`src/hw/rtl/hpr_pkg.sv`:
```
// ----------------------------------------------------------------------------
// hpr_pkg: shared types and constants of the hall pass rpm meter
// Holds register widths and indexes, reset values, the sequencer states and
// the status bundle of the divider.
// ----------------------------------------------------------------------------
package hpr_pkg;

  localparam int unsigned RATE_BITS  = 16;
  localparam int unsigned LEVEL_BITS = 10;
  localparam int unsigned TOP_BITS   = 16;
  localparam int unsigned DATA_BITS  = 16;
  localparam int unsigned RPM_BITS   = 22;

  // Product 120 * ticks_per_second fits this many bits.
  localparam int unsigned SCALED_BITS = 23;

  localparam logic [RATE_BITS-1:0]   TPS_RESET  = 16'd12000;
  localparam logic [LEVEL_BITS-1:0]  RISE_RESET = 10'd450;
  localparam logic [LEVEL_BITS-1:0]  FALL_RESET = 10'd417;
  localparam logic [TOP_BITS-1:0]    TOP_RESET  = 16'd65535;
  localparam logic [SCALED_BITS-1:0] RPM_SCALE  = 23'd120;
  localparam logic [RPM_BITS-1:0]    RPM_MAX    = 22'd4194303;

  typedef enum logic [1:0] {
    CFG_TPS  = 2'd0,
    CFG_RISE = 2'd1,
    CFG_FALL = 2'd2,
    CFG_TOP  = 2'd3
  } cfg_idx_e;

  typedef enum logic [1:0] {
    ST_IDLE = 2'd0,
    ST_DIV  = 2'd1,
    ST_WAIT = 2'd2
  } state_e;

  typedef struct packed {
    logic busy;
    logic done;
  } div_status_t;

endpackage

```
`src/hw/rtl/hall_pass_rpm_meter.sv`:
```
// ----------------------------------------------------------------------------
// hall_pass_rpm_meter: period-measuring tachometer
// Counts timer ticks between two magnet passes and reports rounded rpm.
// ----------------------------------------------------------------------------
// Usage:
// Each input request carries op (0 = one timer tick, 1 = one sensor sample)
// and a sample value. A request is taken when in_valid_i is high and
// in_stall_o is low. Ticks and samples that do not end a measurement leave
// the block idle and ready for the next request.
// Every second magnet pass ends a measurement and produces one result
// request: rpm = round(60 * ticks_per_second / period). For a nonzero
// period a shared restoring divider produces one quotient bit per cycle,
// and in_stall_o stays high until the result is in the output register.
// A zero period skips the divider and reports the maximum rpm with
// zero_period set.
// The result sits in an output register; if the receiver stalls, further
// ticks and samples are still taken, and only a following result waits
// (with in_stall_o high) until the register is free.
// The configuration port is always ready and must be written only while the
// block is idle. Reset restores the register defaults, clears the tick
// counter, the pass parity and the magnet latch, and drops any result.
// ----------------------------------------------------------------------------
module hall_pass_rpm_meter
  import hpr_pkg::*;
#(
  parameter int unsigned SAMPLE_BITS = 10,
  parameter int unsigned TIMER_BITS  = 16
) (
  input  logic                   clk_i,
  input  logic                   rst_ni,
  // input requests
  input  logic                   in_valid_i,
  output logic                   in_stall_o,
  input  logic                   in_op_i,
  input  logic [SAMPLE_BITS-1:0] in_sample_i,
  // result requests
  output logic                   out_valid_o,
  input  logic                   out_stall_i,
  output logic [RPM_BITS-1:0]    out_rpm_o,
  output logic                   out_zero_period_o,
  // configuration writes
  input  logic                   cfg_valid_i,
  output logic                   cfg_ready_o,
  input  cfg_idx_e               cfg_index_i,
  input  logic [DATA_BITS-1:0]   cfg_data_i
);

  // Comparison widths that cover both sides of each compare.
  localparam int unsigned LVL_W = (SAMPLE_BITS > LEVEL_BITS) ? SAMPLE_BITS : LEVEL_BITS;
  localparam int unsigned CNT_W = (TIMER_BITS > TOP_BITS) ? TIMER_BITS : TOP_BITS;
  // The numerator 120 * rate + period needs one bit above the wider term.
  localparam int unsigned NUM_BITS =
    ((TIMER_BITS > SCALED_BITS) ? TIMER_BITS : SCALED_BITS) + 1;
  localparam int unsigned DEN_BITS = TIMER_BITS + 1;

  // Configuration registers.
  logic [RATE_BITS-1:0]  tps_q;
  logic [LEVEL_BITS-1:0] rise_q;
  logic [LEVEL_BITS-1:0] fall_q;
  logic [TOP_BITS-1:0]   top_q;

  // Measurement state.
  logic [TIMER_BITS-1:0] tick_q, tick_d;
  logic                  parity_q, parity_d;
  logic                  latched_q, latched_d;
  state_e                state_q, state_d;
  logic                  zero_pend_q, zero_pend_d;

  // Output register.
  logic                  out_valid_q, out_valid_d;
  logic [RPM_BITS-1:0]   rpm_q, rpm_d;
  logic                  zero_q, zero_d;

  logic                  in_accept;
  logic                  slot_free;
  logic                  is_pass;
  logic                  capture;
  logic                  div_start;
  logic [LVL_W-1:0]      smp_ext;
  logic [CNT_W-1:0]      tick_ext;
  logic [SCALED_BITS-1:0] scaled_tps;
  logic [NUM_BITS-1:0]   div_num;
  logic [DEN_BITS-1:0]   div_den;
  logic [RPM_BITS-1:0]   div_quot;
  div_status_t           div_stat;

  assign cfg_ready_o = 1'b1;

  always_ff @(posedge clk_i or negedge rst_ni) begin
    if (!rst_ni) begin
      tps_q  <= TPS_RESET;
      rise_q <= RISE_RESET;
      fall_q <= FALL_RESET;
      top_q  <= TOP_RESET;
    end else if (cfg_valid_i) begin
      unique case (cfg_index_i)
        CFG_TPS:  tps_q  <= cfg_data_i[RATE_BITS-1:0];
        CFG_RISE: rise_q <= cfg_data_i[LEVEL_BITS-1:0];
        CFG_FALL: fall_q <= cfg_data_i[LEVEL_BITS-1:0];
        CFG_TOP:  top_q  <= cfg_data_i[TOP_BITS-1:0];
        default: ;
      endcase
    end
  end

  // Input requests are taken only while the sequencer is idle.
  assign in_stall_o = (state_q != ST_IDLE);
  assign in_accept  = in_valid_i && !in_stall_o;
  assign slot_free  = !out_valid_q || !out_stall_i;
  assign smp_ext    = LVL_W'(in_sample_i);
  assign tick_ext   = CNT_W'(tick_q);

  // A pass is a sample at or above the rise level while no magnet is latched.
  assign is_pass = in_op_i && !latched_q && (smp_ext >= LVL_W'(rise_q));
  // Every second pass closes a measurement.
  assign capture   = in_accept && is_pass && parity_q;
  assign div_start = capture && (tick_q != '0);

  // Rounded quotient: floor((120 * rate + period) / (2 * period)).
  assign scaled_tps = SCALED_BITS'(tps_q) * RPM_SCALE;
  assign div_num    = NUM_BITS'(scaled_tps) + NUM_BITS'(tick_q);
  assign div_den    = {tick_q, 1'b0};

  hpr_div #(
    .NUM_BITS (NUM_BITS),
    .DEN_BITS (DEN_BITS),
    .Q_BITS   (RPM_BITS)
  ) u_div (
    .clk_i    (clk_i),
    .rst_ni   (rst_ni),
    .start_i  (div_start),
    .num_i    (div_num),
    .den_i    (div_den),
    .status_o (div_stat),
    .quot_o   (div_quot)
  );

  // Next state of the sequencer.
  always_comb begin
    state_d = state_q;
    unique case (state_q)
      ST_IDLE: begin
        if (capture) begin
          state_d = div_start ? ST_DIV : ST_WAIT;
        end
      end
      ST_DIV: begin
        if (div_stat.done) begin
          state_d = ST_WAIT;
        end
      end
      ST_WAIT: begin
        if (slot_free) begin
          state_d = ST_IDLE;
        end
      end
      default: state_d = ST_IDLE;
    endcase
  end

  // Datapath and output updates.
  always_comb begin
    tick_d      = tick_q;
    parity_d    = parity_q;
    latched_d   = latched_q;
    zero_pend_d = zero_pend_q;
    out_valid_d = out_valid_q && out_stall_i;
    rpm_d       = rpm_q;
    zero_d      = zero_q;
    unique case (state_q)
      ST_IDLE: begin
        if (in_accept) begin
          if (!in_op_i) begin
            // Timer tick: wrap to zero at or above the top value.
            if (tick_ext >= CNT_W'(top_q)) begin
              tick_d = '0;
            end else begin
              tick_d = tick_q + TIMER_BITS'(1);
            end
          end else if (latched_q) begin
            if (smp_ext <= LVL_W'(fall_q)) begin
              latched_d = 1'b0;
            end
          end else if (is_pass) begin
            latched_d = 1'b1;
            parity_d  = !parity_q;
            if (!parity_q) begin
              tick_d = '0;
            end else begin
              zero_pend_d = (tick_q == '0);
            end
          end
        end
      end
      ST_DIV: ;
      ST_WAIT: begin
        if (slot_free) begin
          out_valid_d = 1'b1;
          rpm_d       = zero_pend_q ? RPM_MAX : div_quot;
          zero_d      = zero_pend_q;
        end
      end
      default: ;
    endcase
  end

  always_ff @(posedge clk_i or negedge rst_ni) begin
    if (!rst_ni) begin
      tick_q      <= '0;
      parity_q    <= 1'b0;
      latched_q   <= 1'b0;
      state_q     <= ST_IDLE;
      zero_pend_q <= 1'b0;
      out_valid_q <= 1'b0;
    end else begin
      tick_q      <= tick_d;
      parity_q    <= parity_d;
      latched_q   <= latched_d;
      state_q     <= state_d;
      zero_pend_q <= zero_pend_d;
      out_valid_q <= out_valid_d;
    end
  end

  always_ff @(posedge clk_i) begin
    rpm_q  <= rpm_d;
    zero_q <= zero_d;
  end

  assign out_valid_o       = out_valid_q;
  assign out_rpm_o         = rpm_q;
  assign out_zero_period_o = zero_q;

  // The divider works exactly while the sequencer waits for it.
  a_div_busy: assert property (@(posedge clk_i) disable iff (!rst_ni)
    div_stat.busy == (state_q == ST_DIV))
    else $error("divider activity and sequencer state disagree");

  // A new result is loaded only from the wait state.
  a_out_load: assert property (@(posedge clk_i) disable iff (!rst_ni)
    (out_valid_q && !$past(out_valid_q && out_stall_i)) |-> $past(state_q == ST_WAIT))
    else $error("result appeared outside the wait state");

  // A zero period always reports the saturated rpm.
  a_zero_max: assert property (@(posedge clk_i) disable iff (!rst_ni)
    (out_valid_o && out_zero_period_o) |-> (out_rpm_o == RPM_MAX))
    else $error("zero period without saturated rpm");

  // No input is taken while a measurement is being finished.
  a_no_accept: assert property (@(posedge clk_i) disable iff (!rst_ni)
    (state_q != ST_IDLE) |-> in_stall_o)
    else $error("input taken while busy");

endmodule

```
`src/hw/rtl/hpr_div.sv`:
```
// ----------------------------------------------------------------------------
// hpr_div: iterative restoring divider
// Produces one quotient bit per cycle with one shared subtractor. The caller
// guarantees that the quotient fits Q_BITS bits.
// ----------------------------------------------------------------------------
module hpr_div
  import hpr_pkg::*;
#(
  parameter int unsigned NUM_BITS = 24,
  parameter int unsigned DEN_BITS = 17,
  parameter int unsigned Q_BITS   = 22
) (
  input  logic                clk_i,
  input  logic                rst_ni,
  input  logic                start_i,
  input  logic [NUM_BITS-1:0] num_i,
  input  logic [DEN_BITS-1:0] den_i,
  output div_status_t         status_o,
  output logic [Q_BITS-1:0]   quot_o
);

  localparam int unsigned CNT_BITS = $clog2(Q_BITS + 1);

  logic                busy_q, busy_d;
  logic [CNT_BITS-1:0] cnt_q, cnt_d;
  logic [DEN_BITS-1:0] rem_q, rem_d;
  logic [DEN_BITS-1:0] den_q, den_d;
  logic [Q_BITS-1:0]   nq_q, nq_d;
  logic [DEN_BITS:0]   trial;
  logic                fits;

  // The remainder always stays below the divisor, so the shifted trial value
  // needs one extra bit only.
  assign trial = {rem_q, nq_q[Q_BITS-1]};
  assign fits  = (trial >= {1'b0, den_q});

  always_comb begin
    busy_d = busy_q;
    cnt_d  = cnt_q;
    rem_d  = rem_q;
    den_d  = den_q;
    nq_d   = nq_q;
    if (start_i) begin
      busy_d = 1'b1;
      cnt_d  = CNT_BITS'(Q_BITS);
      rem_d  = DEN_BITS'(num_i >> Q_BITS);
      den_d  = den_i;
      nq_d   = num_i[Q_BITS-1:0];
    end else if (busy_q) begin
      rem_d = fits ? DEN_BITS'(trial - {1'b0, den_q}) : trial[DEN_BITS-1:0];
      nq_d  = {nq_q[Q_BITS-2:0], fits};
      cnt_d = cnt_q - CNT_BITS'(1);
      if (cnt_q == CNT_BITS'(1)) begin
        busy_d = 1'b0;
      end
    end
  end

  always_ff @(posedge clk_i or negedge rst_ni) begin
    if (!rst_ni) begin
      busy_q <= 1'b0;
      cnt_q  <= '0;
    end else begin
      busy_q <= busy_d;
      cnt_q  <= cnt_d;
    end
  end

  always_ff @(posedge clk_i) begin
    rem_q <= rem_d;
    den_q <= den_d;
    nq_q  <= nq_d;
  end

  assign status_o.busy = busy_q;
  assign status_o.done = busy_q && (cnt_q == CNT_BITS'(1));
  assign quot_o        = nq_q;

endmodule

```
`config.mk`:
```
export PLATFORM = sky130hd
export DESIGN_NAME = hall_pass_rpm_meter
export DESIGN_NICKNAME = d
export VERILOG_FILES = /design/src/hw/rtl/hpr_pkg.sv /design/src/hw/rtl/hall_pass_rpm_meter.sv /design/src/hw/rtl/hpr_div.sv
export SDC_FILE = /design/constraint.sdc
export NUM_CORES = 1
export LEC_CHECK = 0
export BUFFER_PORTS_ARGS = -buffer_cell sky130_fd_sc_hd__buf_2
export CAP_MARGIN = 10
export CORE_ASPECT_RATIO = 0.75
export CORE_MARGIN = 10
export CORE_UTILIZATION = 35
export DETAILED_ROUTE_END_ITERATION = 10
export GPL_ROUTABILITY_DRIVEN = 0
export RECOVER_POWER = 50
export SLEW_MARGIN = 20
export SYNTH_ARGS = -nofsm -noshare
export SYNTH_HDL_FRONTEND = slang
export SYNTH_SLANG_ARGS = --single-unit
```
`constraint.sdc`:
```
create_clock -name clk_i -period 5.8 [get_ports clk_i]
set_clock_uncertainty 0.05 [all_clocks]
set_input_delay 1.16 -clock clk_i [delete_from_list [all_inputs] [get_ports clk_i]]
set_output_delay 1.16 -clock clk_i [all_outputs]
set_load 0.02 [all_outputs]
```
== Word-level counts from Yosys, hierarchy flattened ==
Cells that the tools add are included.
W data, S select, Z words.

* Add/sub/neg operators: 4
* Multiply operators: 1
* $lt $le $gt $ge: 4
* Equal/unequal tests: 12
* Multiplexer cells: 25
* Bitwise logic cells: 1
* Reductions and logical operators: 30

{| class="wikitable"
|+ Operators with widths
! operator !! count
|-
| $mux W16 || 5
|-
| $mux W22 || 2
|-
| $add A23 B16 Y24 || 1
|-
| $mul A16 B4 Y20 const B || 1
|-
| $ge A18 B17 Y1 || 1
|-
| $mux W17 || 1
|-
| $sub A17 B17 Y17 || 1
|-
| $add A16 B1 Y16 const B || 1
|-
| $ge A16 B16 Y1 || 1
|-
| $logic_not A16 Y1 || 1
|-
| $reduce_bool A16 Y1 || 1
|-
| $mux W2 || 6
|-
| $ge A10 B10 Y1 || 1
|-
| $le A10 B10 Y1 || 1
|-
| $mux W5 || 2
|-
| $ne A2 B2 Y1 const B || 5
|-
| $reduce_and A2 Y1 || 5
|-
| $reduce_and A5 Y1 || 2
|-
| $logic_and A1 B1 Y1 || 8
|-
| $mux W1 || 8
|-
| $eq A2 B2 Y1 const B || 3
|-
| $pmux W2 S3 || 1
|-
| $reduce_and A3 Y1 || 2
|-
| $reduce_and A6 Y1 || 1
|-
| 9 further kinds || 16
|}

* Bits in registers: 158
* Bits of input ports: 34
* Output and inout bits: 26
* Word-level logic and storage cells: 95

== Depth between registers and ports, before layout ==
Gate-level depths: netlist of the first run.

* Depth in word-level cells: 9
* Depth in mapped cells: 20
* Gate-level depth less buffers: 20

== Modules after synthesis ==
A second synthesis of the first run with hierarchy kept.

* Cell total of the unflattened synthesis: 1,020
* Area total of the unflattened synthesis: 10,712.8 um^2

{| class="wikitable"
|+ Modules (own cells, without submodules)
! module !! times used !! cells each !! area an instance (um^2) !! sequential area each (um^2)
|-
| hall_pass_rpm_meter || 1 || 704 || 7,184.4 || 2,581.2
|-
| hpr_div || 1 || 316 || 3,528.4 || 1,681.6
|}

== Worst setup path before layout of the first run ==
No wires, ideal clock.

* Path kind: reg2reg
* Start point: register tps_q[5]
* End point: register u_div.nq_q[21] (netlist: u_div.quot_o[21]) (data pin)
* Setup time: 0.265 ns
* Data arrival time: 4.247 ns
* Data required time: 5.485 ns
* Slack: 1.237 ns
* Stages on the path, launching flop included: 19
* Path buffers: 0
* Clock period less this slack: 4.563 ns
* Cells stage by stage: dfstp_2 inv_1 fa_1 fa_1 inv_1 ha_1 a21oi_1 o21ai_0 a21o_1 a21oi_1 xnor2_1 ha_1 a21oi_1 o22ai_1 a21o_1 or4_1 o2111ai_1 or4_1 nand3_1

* Cells in the longest elaborated chain, start to end: 3

{| class="wikitable"
|+ RTL lines
! what !! line !! text
|-
| start, declared || hall_pass_rpm_meter.sv:57 || <nowiki>logic [RATE_BITS-1:0] tps_q;</nowiki>
|-
| start signal, assigned || hall_pass_rpm_meter.sv:97 || <nowiki>CFG_TPS: tps_q <= cfg_data_i[RATE_BITS-1:0];</nowiki>
|-
| $mul A16 B4 Y20 || hall_pass_rpm_meter.sv:120 || <nowiki>assign scaled_tps = SCALED_BITS'(tps_q) * RPM_SCALE;</nowiki>
|-
| $add A23 B16 Y24 || hall_pass_rpm_meter.sv:121 || <nowiki>assign div_num = NUM_BITS'(scaled_tps) + NUM_BITS'(tick_q);</nowiki>
|-
| $mux W22 || hpr_div.sv:43 || <nowiki>if (start_i) begin</nowiki>
|-
| via u_div.nq_d[21] || hpr_div.sv:28 || <nowiki>logic [Q_BITS-1:0] nq_q, nq_d;</nowiki>
|-
| end signal, assigned || hpr_div.sv:72 || <nowiki>nq_q <= nq_d;</nowiki>
|-
| end, declared || hpr_div.sv:28 ||
|}

The timed path passes the listed nets, and every way through them passes these cells.
A chain may end at the register's enable or synchronous reset.

== Worst setup path after layout of the first run ==
* Start point: register tps_q[1]
* End point: register u_div.nq_q[21] (netlist: u_div.quot_o[21]) (data pin)

Same word-level chain as after synthesis.

==> results of run 1 <==
-- metrics by stage --
step	hold WS (ns)	total power, uW
finish	0.453	6780
global placement	0.429	5660
floorplan	0.414	4880
CTS	0.448	6830
detailed placement	0.440	5690
global route	0.462	7440
-- layer usage --
metal / GRT usage, % / vias to the layer above
li1: - / 3732
met1: 17.4 / 3606
met3: 2.78 / 25
met4: 3.86 / 0
met2: 20.5 / 114
met5: 0 / -
-- state kept, by name, summed over array words and instances (netlist names), 2 cells and up --
register and flops:
u_div.den_q 16, u_div.cnt_q 5, rise_q 10, top_q 16, tick_ext 16, u_div.quot_o 22, out_rpm_o 22, state_q 2
fall_q 10, u_div.rem_q 17, tps_q 16
-- final cells by class --
type	count	area, um2
fillers	2902	17500
multi-input cells	725	5600
flip-flops and latches	158	4230
well taps	392	490
clock buffers	20	480
inverters	122	458
repair buffers	67	343
clock inverters	12	93.8
-- cells by family (layout without fill, tap and decap cells) --
logic type                 Yosys count  after routing
and+or+nand+nor                    275            275
AOI/OAI and AO/OA                  221            221
DFF                                158            158
buffers and inverters              149            221
adders and majority gates          125            125
muxes                               52             52
xor gates and xnor gates            51             51
other                                1              1
-- cell usage in the layout, fill, tap and decap left out, types with 7 or more instances in the layout --
cell type,instances
clkbuf_16,19
dfxtp_1,15
a21oi_1,53
o21ai_0,65
or2_2,24
nand2b_1,11
o21a_1,7
ha_1,94
edfxtp_1,63
dfstp_2,31
nand4_1,9
o21ai_1,10
nor3_1,14
buf_2,55
xor2_1,25
a31oi_1,7
a21o_1,16
inv_1,121
nor4_1,7
and3_1,10
a211oi_1,10
o21bai_1,7
nor2_1,58
mux2_2,39
xnor2_1,26
mux2i_1,12
dfrtp_1,49
o31ai_1,7
fa_1,31
nand2_1,87
nand3_1,22
-- where the power goes --
group          switching (uW)  internal [uW]
clock                     498            611
sequential                282           1620
combinational            2120           1640
-- path summary, 6_finish.rpt --
check                              endpoint  depth (start not counted)
min                         u_div.rem_q[16]                          2
max in group asynchronous    u_div.cnt_q[4]                          2
max                        u_div.quot_o[21]                         18
min in group asynchronous         fall_q[4]                          1
max reg2reg                u_div.quot_o[21]                         18
min reg2reg                 u_div.rem_q[16]                          2
-- worst max-delay path: stages (launching register included) --
cell	delay (ns)
dfrtp_1	0.42
fa_1	0.57
inv_1	0.06
fa_1	0.51
inv_1	0.05
ha_1	0.28
a211oi_1	0.32
o21ai_0	0.22
a21o_1	0.21
a21oi_1	0.17
xnor2_1	0.17
ha_1	0.30
a21oi_1	0.20
o22ai_1	0.10
a21o_1	0.19
or4_1	0.41
o2111ai_1	0.26
or4_1	0.20
nand3_1	0.07
==> reports/metrics.cfg, run 1 <==
[status]
status = complete, but fails checks
violations = capacitance limit, slew limit

[yosys]
synthFlopType = edfxtp_1
yosysTopAreaCellShare_pct = 18.2
avgSynthCellArea_um2 = 10.1
yosysWarnings = 0
syn_inst = 1032
synth_xor_area_share_pct = 4.30
muxShareOfSynthArea_pct = 5.49
synth_fa_ha_area_share_pct = 17.3
syn-num-nets = 1191
syn_area_um2 = 10400
synth_most_common_cell = inv_1
netlist.top_cell.by_area = edfxtp_1
seq_area_frac_synth_pct = 40.7
synth_area_leaders = edfxtp_1 18%, dfrtp_1 12%, ha_1 11%
synth.top_cells.by_count = 121 x inv_1, 94 x ha_1, 87 x nand2_1
synth_edf_count = 63
ys_types = 74
synth_top_family_by_area = adder cells
ys_ff_latch = 158
async_flop_share_pct = 50.6
yosys.area_share.simple_pct = 13.0
synth-compound-area-share_pct = 13.7

[power]
ir_drop_v = 0.000475
power_density_nw_per_um2 = 579
leakagePower_uw = 0.00528

[timing]
clock.fmax_mhz = 200
rsz0062_at_grt = no
report.final.slew_viol_count = 83
worst_pin_slew_ns = 2.87
slew_headroom_pct = -91.4
setup_viol = 0
setup_ws_ns = 0.809
fin_crit_ns = 4.99
fin_tns_setup_ns = 0
finalCritPeriodShare_pct = 86.1
final_hold_viol_count = 0

[setup_path]
rr_startpoint = tps_q[1]
rrSetupSlack_ns = 0.81
worstPathMaxFanout = 6
worst_setup_path_end_kind = register
arrival_ns = 5.12
required_ns = 5.93
crit_start = tps_q[1]
worstSetupPathType = reg -> reg
cp-start-kind = register

[global_routing]
grt_start_max_net_pins = 53
grt_pass1_wl_um = 38600
grt-ovfl-total = 0
track_usage_pct = 12.9
grt_pass1_vias = 7438
antenna_found_initial = 0

[detailed_routing]
top_layer = met4
wl_per_cell_um = 15.4
dr.pass1.iters = 5
ant_nets = 0
wl_met3_um = 880
finalWirelength_um = 23000
drt-initial-drc-count = 464
drcViolationCount = 0
m1WireLength_um = 11100
routed-wl-met2_um = 10700
via_per_inst = 5.00
vias = 7477

[die]
die_y_um = 169
core_area_um2 = 29200
die_width_um = 219
row_count = 54
die_area_um2 = 37100
initial_core_util_pct = 35.6
ios = 60

[layout]
fin_util_pct = 40.1
fin_nets = 1250
fin_cells = 1496
drive_gt1_share_pct = 17.9
finalInstanceArea_um2 = 11700
area_growth_pct = 12.6
diodes = 0

[hold_path]
min-delay-start = u_div.rem_q[16]
hp-class = reg -> reg

[cts]
post_cts_resized = 0
h-tree-depth = 4
clkTransAtPathRegs_ns = 0.07
clock_path_buffers = 2
post_cts_buffers = 0
clk-insertion-delay-late_ns = 0.44
ctsHoldBuffers = 0
cts_made_buffers = 17
tritoncts = built
cts_num_sinks = 158
cts-root-buf = clkbuf_16

[placed_design]
place.port_buffers = 58
place_ws_ns = 0.878
placed_area_um2 = 11100
hpwl_um = 17600
dp.cells = 1464

[flow_run]
drv_cap = 2

(Power assumes the default switching activity.)
==> run 2: changes to the inputs <==
- RECOVER_POWER: 50 -> 100
==> reports/metrics.cfg, run 2 (synthesized netlist as in run 1, its figures left out) <==
[die]
die_area_um2 = 37100
ios = 60
die_y_um = 169
core_area_um2 = 29200
initial_core_util_pct = 35.6
row_count = 54
die_width_um = 219

[global_routing]
use_met2_pct = 20.5
track_usage_pct = 12.9
grt_busiest_layer = met2
antenna_found_initial = 0
grt_use_met1_pct = 17.4
grt_pass1_wl_um = 38600
gr-usage-met3_pct = 2.78
grt_pass1_vias = 7438
grt_start_max_net_pins = 53
grt-ovfl-total = 0

[status]
violations = capacitance limit, slew limit
status = complete, but fails checks

[timing]
final_hold_viol_count = 0
setup_viol = 0
rsz0062_at_grt = no
fin_tns_setup_ns = 0
finalCritPeriodShare_pct = 86.7
fin_crit_ns = 5.03
slew_headroom_pct = -90.3
clock.fmax_mhz = 199
worst_pin_slew_ns = 2.85
report.final.slew_viol_count = 83

[cts]
ctsHoldBuffers = 0
post_cts_resized = 0
clk-insertion-delay-late_ns = 0.44
clock_path_buffers = 2
cts_num_sinks = 158
h-tree-depth = 4
clkTransAtPathRegs_ns = 0.07
cts_made_buffers = 17
post_cts_buffers = 0
cts-root-buf = clkbuf_16
tritoncts = built

[setup_path]
arrival_ns = 5.13
required_ns = 5.90
cp-start-kind = register
worstSetupPathType = reg -> reg
worst_setup_path_end_kind = register
worstPathMaxFanout = 6

[detailed_routing]
wl_per_cell_um = 15.4
vias = 7486
finalWirelength_um = 23000
drcViolationCount = 0
drt-initial-drc-count = 477
ant_nets = 0
dr.pass1.iters = 6
via_per_inst = 5.00

[layout]
diodes = 0
final_common_cell = inv_1
finalInstanceArea_um2 = 11600
fin_nets = 1250
fin_util_pct = 39.9
area_growth_pct = 12.0
final_cell_mix = 121 x inv_1, 94 x ha_1, 87 x nand2_1
drive_gt1_share_pct = 15.1

[placed_design]
place.port_buffers = 58
placed_area_um2 = 11100
hpwl_um = 17600

[flow_run]
drv_cap = 2

[hold_path]
hp-class = reg -> reg

[power]
power_density_nw_per_um2 = 580
ir_drop_v = 0.000471
power_uw = 6760
leakagePower_uw = 0.00519

-- run 2: final timing paths --
path                            startpoint                to  slack (ns)  cells past startpoint
min in group asynchronous           rst_ni         fall_q[4]        1.11                      1
setup / recovery                  tps_q[1]  u_div.quot_o[17]        0.77                     18
setup reg to reg                  tps_q[1]  u_div.quot_o[17]        0.77                     18
hold / removal             u_div.rem_q[16]   u_div.rem_q[16]        0.45                      2
hold reg to reg            u_div.rem_q[16]   u_div.rem_q[16]        0.45                      2
max in group asynchronous           rst_ni    u_div.cnt_q[4]        1.17                      2
-- run 2: area by class of cell --
type	count	area, um2
fillers	2911	17500
flip-flops and latches	158	4230
clock buffers	20	480
multi-input cells	725	5590
repair buffers	67	293
clock inverters	12	93.8
inverters	122	458
well taps	392	490
-- run 2: critical path, stage by stage (launching register included) --
cell       delay, ns
dfrtp_1         0.42
fa_1            0.57
inv_1           0.06
fa_1            0.51
inv_1           0.05
ha_1            0.28
a211oi_1        0.32
o21ai_0         0.22
a21o_1          0.21
a21oi_1         0.17
xnor2_1         0.17
ha_1            0.30
a21oi_1         0.20
o22ai_1         0.10
a21o_1          0.18
or4_1           0.41
o2111ai_1       0.26
xnor2_1         0.18
o21ai_0         0.10
-- run 2: through the flow --
step           hold slack (ns)  instances  worst slack [ns]
2_1_floorplan            0.414       1032              1.24
3_3_place_gp             0.429       1464             0.918
3_5_place_dp             0.440       1464             0.878
4_1_cts                  0.448       1496             0.830
5_1_grt                  0.462       1496             0.289
6_report                 0.452       1496             0.773
-- run 2: where the power goes --
part	switching, uW	total (uW)	internal, uW
clock	500	1110	611
combinational	2120	3740	1620
sequential	284	1910	1620
total	2900	6760	3860
-- run 2: routing by layer --
metal  part of all wire [%]  vias to the layer above  wire length [um]
met4                    1.5                        0               354
li1                       -                     3735                 -
met3                    4.0                       24               928
met1                     48                     3600             11100
met2                     46                      127             10700
met5                      0                        -                 0
